<file path="src/hw/rtl/met_pkg.sv">
// ----------------------------------------------------------------------------
// met_pkg: shared types and constants of the escape-time color block
// Field widths, palette constants, multiplier op codes and the command and
// status words exchanged between controller and datapath.
// ----------------------------------------------------------------------------
package met_pkg;

    localparam int COORD_W  = 32;
    localparam int ITER_W   = 16;
    localparam int COLOR_W  = 8;
    localparam int T_FRAC   = 16;
    localparam int MUL_W    = T_FRAC + 1;

    localparam int LIMIT_RESET = 200;

    localparam logic [MUL_W-1:0] ONE_Q = MUL_W'(1) << T_FRAC;
    localparam logic [MUL_W-1:0] RED_K = MUL_W'(2295);
    localparam logic [MUL_W-1:0] GRN_K = MUL_W'(3825);
    localparam logic [MUL_W-1:0] BLU_K = MUL_W'(4335);
    localparam logic [COLOR_W-1:0] COLOR_MAX = '1;

    typedef enum logic [3:0] {
        MUL_NONE,
        MUL_T2,
        MUL_T3,
        MUL_U2,
        MUL_U3,
        MUL_PR,
        MUL_PG,
        MUL_PB,
        MUL_RED,
        MUL_GRN,
        MUL_BLU
    } met_mul_op_t;

    typedef struct packed {
        logic        load;
        logic        iter;
        logic        div_init;
        logic        div_step;
        met_mul_op_t mul_op;
        logic        out_load;
    } met_cmd_t;

    typedef struct packed {
        logic escape;
        logic at_limit;
    } met_status_t;

    function automatic met_mul_op_t met_next_op(input met_mul_op_t op);
        met_mul_op_t nxt;
        unique case (op)
            MUL_NONE: nxt = MUL_T2;
            MUL_T2:   nxt = MUL_T3;
            MUL_T3:   nxt = MUL_U2;
            MUL_U2:   nxt = MUL_U3;
            MUL_U3:   nxt = MUL_PR;
            MUL_PR:   nxt = MUL_PG;
            MUL_PG:   nxt = MUL_PB;
            MUL_PB:   nxt = MUL_RED;
            MUL_RED:  nxt = MUL_GRN;
            MUL_GRN:  nxt = MUL_BLU;
            MUL_BLU:  nxt = MUL_NONE;
            default:  nxt = MUL_NONE;
        endcase
        return nxt;
    endfunction

endpackage

</file>
<file path="src/hw/rtl/met_controller.sv">
// ----------------------------------------------------------------------------
// met_controller: sequencer of the escape-time color block
// Steps one point through iteration, division and palette phases and
// owns both channel handshakes.
// ----------------------------------------------------------------------------
module met_controller import met_pkg::*; (
    input  logic        clk,
    input  logic        rst_n,
    input  logic        in_valid,
    output logic        in_ready,
    output logic        out_valid,
    input  logic        out_ready,
    input  met_status_t status,
    output met_cmd_t    cmd
);

    localparam int DCW = $clog2(T_FRAC);

    typedef enum logic [2:0] {
        S_IDLE,
        S_ITER,
        S_DIV,
        S_MUL,
        S_DONE
    } state_t;

    state_t      state_reg;
    logic [DCW-1:0] div_cnt_reg;
    met_mul_op_t op_reg;
    logic        out_valid_reg;

    assign in_ready  = (state_reg == S_IDLE);
    assign out_valid = out_valid_reg;

    always_comb
    begin
        cmd.load     = (state_reg == S_IDLE) && in_valid;
        cmd.iter     = (state_reg == S_ITER) && !status.escape;
        cmd.div_init = (state_reg == S_ITER) && status.escape && !status.at_limit;
        cmd.div_step = (state_reg == S_DIV);
        cmd.mul_op   = (state_reg == S_MUL) ? op_reg : MUL_NONE;
        cmd.out_load = (state_reg == S_DONE) && (!out_valid_reg || out_ready);
    end

    always_ff @(posedge clk or negedge rst_n)
    begin
        if (!rst_n)
        begin
            state_reg     <= S_IDLE;
            div_cnt_reg   <= '0;
            op_reg        <= MUL_T2;
            out_valid_reg <= 1'b0;
        end
        else
        begin
            if (cmd.out_load)
                out_valid_reg <= 1'b1;
            else if (out_ready)
                out_valid_reg <= 1'b0;

            unique case (state_reg)
                S_IDLE:
                begin
                    if (in_valid)
                        state_reg <= S_ITER;
                end
                S_ITER:
                begin
                    if (status.escape)
                    begin
                        div_cnt_reg <= '0;
                        state_reg   <= status.at_limit ? S_DONE : S_DIV;
                    end
                end
                S_DIV:
                begin
                    div_cnt_reg <= div_cnt_reg + DCW'(1);
                    if (div_cnt_reg == DCW'(T_FRAC - 1))
                    begin
                        op_reg    <= MUL_T2;
                        state_reg <= S_MUL;
                    end
                end
                S_MUL:
                begin
                    op_reg <= met_next_op(op_reg);
                    if (op_reg == MUL_BLU)
                        state_reg <= S_DONE;
                end
                S_DONE:
                begin
                    if (!out_valid_reg || out_ready)
                        state_reg <= S_IDLE;
                end
                default:
                    state_reg <= S_IDLE;
            endcase
        end
    end

endmodule

</file>
<file path="config.mk">
export PLATFORM = sky130hd
export DESIGN_NAME = met_controller
export DESIGN_NICKNAME = d
export VERILOG_FILES = /design/src/hw/rtl/met_pkg.sv /design/src/hw/rtl/met_controller.sv
export SDC_FILE = /design/constraint.sdc
export NUM_CORES = 1
export LEC_CHECK = 0
export BUFFER_PORTS_ARGS = -buffer_cell sky130_fd_sc_hd__buf_2
export CORE_MARGIN = 1.5
export CORE_UTILIZATION = 45
export DETAILED_ROUTE_END_ITERATION = 8
export HOLD_SLACK_MARGIN = 0.05
export PLACE_DENSITY = 0.8
export SYNTH_ARGS = -nofsm -noshare
export SYNTH_HDL_FRONTEND = slang
export SYNTH_SLANG_ARGS = --single-unit
</file>
<file path="constraint.sdc">
create_clock -name clk -period 2.56 [get_ports clk]
set_input_delay 0.128 -clock clk [delete_from_list [all_inputs] [get_ports clk]]
set_output_delay 0.128 -clock clk [all_outputs]
set_load 0.05 [all_outputs]
</file>
==> reports/results.ini <==
[outcome]
outcome = finished clean

[floorplanning]
rows = 15
io_pins = 17
initial_core_util = 0.473
dieArea_sq_um = 2040
coreArea_sq_um = 1690
die_w_um = 45.2
die_y_um = 45.2

[route]
m1WireLength_um = 741
wl_per_cell_um = 13.2
viasPerCell = 5.89
drcViolationCount = 0
wirelength_mm = 1.56
dr.first_iter.drc_count = 15
ant_nets = 0
vias = 695
dr_wl_met3_um = 50
dr.pass1.iters = 4
top_layer_used = met4
wl_met2_um = 737

[grt]
grt_pass1_wl_mm = 2.59
overflow = 0
grt_pass1_vias = 596
antenna_found_initial = 0
grt_max_degree = 16
track_usage = 0.177

[sta]
hold_viol_final = 0
clock.fmax_ghz = 0.550
slew_headroom = 0.655
setup_viol = 0
fin_crit_sh = 0.711
rsz0062_at_grt = false
fin_worst_skew_ns = 0.00101
tightest_slew_ns = 0.517
fin_tns_setup_ns = 0
maxSlewViolCount = 0
period_needed_ns = 1.82

[critical_path]
crit_type = reg2out
cp.arrival_ns = 1.69
cp_data_required_time_ns = 2.43
crit_fanout = 15
startpoint_type = flop
worstSetupEndpointType = primary output

[place]
hpwl_mm = 1.12
gp_congestion = 0.793
io_buffers = 16
place_area_sq_um = 861

[yosys]
synth_seq_area_share = 0.377
yosysTopAreaCell = dfrtp_1
netlist_area_sq_um = 800
ys_types = 33
yosys_warnings = 0
postSynthNetCount = 98
synth_top_area_share = 0.344
synth.area.top_cells = dfrtp_1 34%, ha_1 9.4%, a21oi_1 5.0%, and2_1 3.9%, dfstp_2 3.3%
synth-seq-cells = 12
avgSynthCellArea_sq_um = 9.30
syn-instance-count = 86

[clock_network]
cts-root-buf = clkbuf_4
cts_tree = built
clock_latency_ns = 0.27
clk_pin_slew_ns = 0.07
cts_sinks = 12
clockBufferDepth = 2
cts_resized = 0
htree_levels = 1
cts_buffers = 3

[cells_and_area]
drive_gt1_frac = 0.238
mostFrequentLayoutCells = 16 x buf_2, 11 x dfrtp_1, 8 x a21oi_1
final_area_sq_um = 897
final_core_util = 0.531
diodes = 0
final_nets = 114
syn2layout_area_growth_pct = 12.2
final_common_cell = buf_2

[pwr]
power.leakage_nw = 0.460
peakVddDrop_mv = 0.604
power_density_nw_per_um2 = 1290

[job]
max_cap_violations = 0

[worst_hold_path]
min_path_type = in2reg

==> metal layers <==
metal / track usage / vias up
li1: - / 341
met1: 0.232 / 336
met2: 0.277 / 14
met3: 0.0240 / 4
met4: 0.106 / 0
met5: 0 / -
==> logic make-up after synthesis <==
logic type | Yosys count | synth area share
adders and majority gates | 6 | 0.0939
buffers and inverters | 11 | 0.0736
and+or+nand+nor | 33 | 0.249
AOI/OAI and AO/OA | 24 | 0.207
DFF | 12 | 0.377
==> power by group <==
group          switching (mW)  internal [mW]
registers               0.147          0.280
clock network          0.0590         0.0603
logic                   0.384          0.228
total                   0.590          0.568
==> cell type report <==
cell class / count / area [sq um]
Clock buffer: 4 / 26.3
Fill cell: 180 / 792
Inverter: 5 / 18.8
Multi-Input combinational cell: 63 / 439
Sequential cell: 12 / 302
Tap cell: 17 / 21.3
Timing Repair Buffer: 17 / 90.1
==> stage by stage <==
stage / power (mW) / cells / hold WS (ns) / worst slack (ns)
2_1_floorplan: 0.936 / 86 / -0.168 / 0.233
3_3_place_gp: 1.01 / 113 / 0.0153 / 1.11
3_5_place_dp: 1.04 / 113 / 0.0209 / 1.03
4_1_cts: 1.17 / 118 / 0.139 / 0.739
5_1_grt: 1.25 / 118 / 0.165 / 0.683
6_report: 1.16 / 118 / 0.138 / 0.741
==> repair_timing <==
item,in CTS,in global routing
hold endpoints to repair,12,0
setup endpoints to repair,0,0
setup buffers,0,0
hold buffers,1,0
==> cells in the mapped netlist <==
library cell  instances
and2_1                5
and4b_1               1
dfstp_2               1
nor2_1                3
nand4b_1              1
a21oi_1               8
or3_1                 1
o21ai_0               4
nand2b_1              4
o22a_1                1
a311oi_1              1
nand3_1               1
a22o_1                1
a211o_1               2
and3b_1               2
a31o_2                3
inv_1                 5
o211ai_1              1
o21a_1                1
nand4_1               1
nor2b_1               1
o2bb2ai_1             1
o221a_2               1
nand2_1               4
nand3b_1              1
nor3_1                3
nor3b_1               2
clkbuf_1              2
buf_2                 2
dfrtp_1              11
buf_6                 2
and3_1                3
ha_1                  6
==> critical path: stages (launching register included) <==
cell	delay [ns]
dfrtp_1	0.56
nor3b_1	0.50
buf_2	0.36
==> final timing paths <==
check,to,depth (start not counted),start,slack [ns]
worst max-delay path,cmd[5],2,state_reg[1]$_DFFE_PN0P_,0.74
worst min-delay path,out_valid$_DFFE_PN0P_,3,out_ready,0.14
worst max register to register,op_reg[3]$_DFFE_PN0P_,3,state_reg[1]$_DFFE_PN0P_,1.11
worst min register to register,out_valid$_DFFE_PN0P_,2,out_valid$_DFFE_PN0P_,0.51
max in group asynchronous,op_reg[0]$_DFFE_PN1P_,2,rst_n,2.02
min in group asynchronous,div_cnt_reg[1]$_DFFE_PN0P_,2,rst_n,0.27
Power figures use the tool's default switching activity.
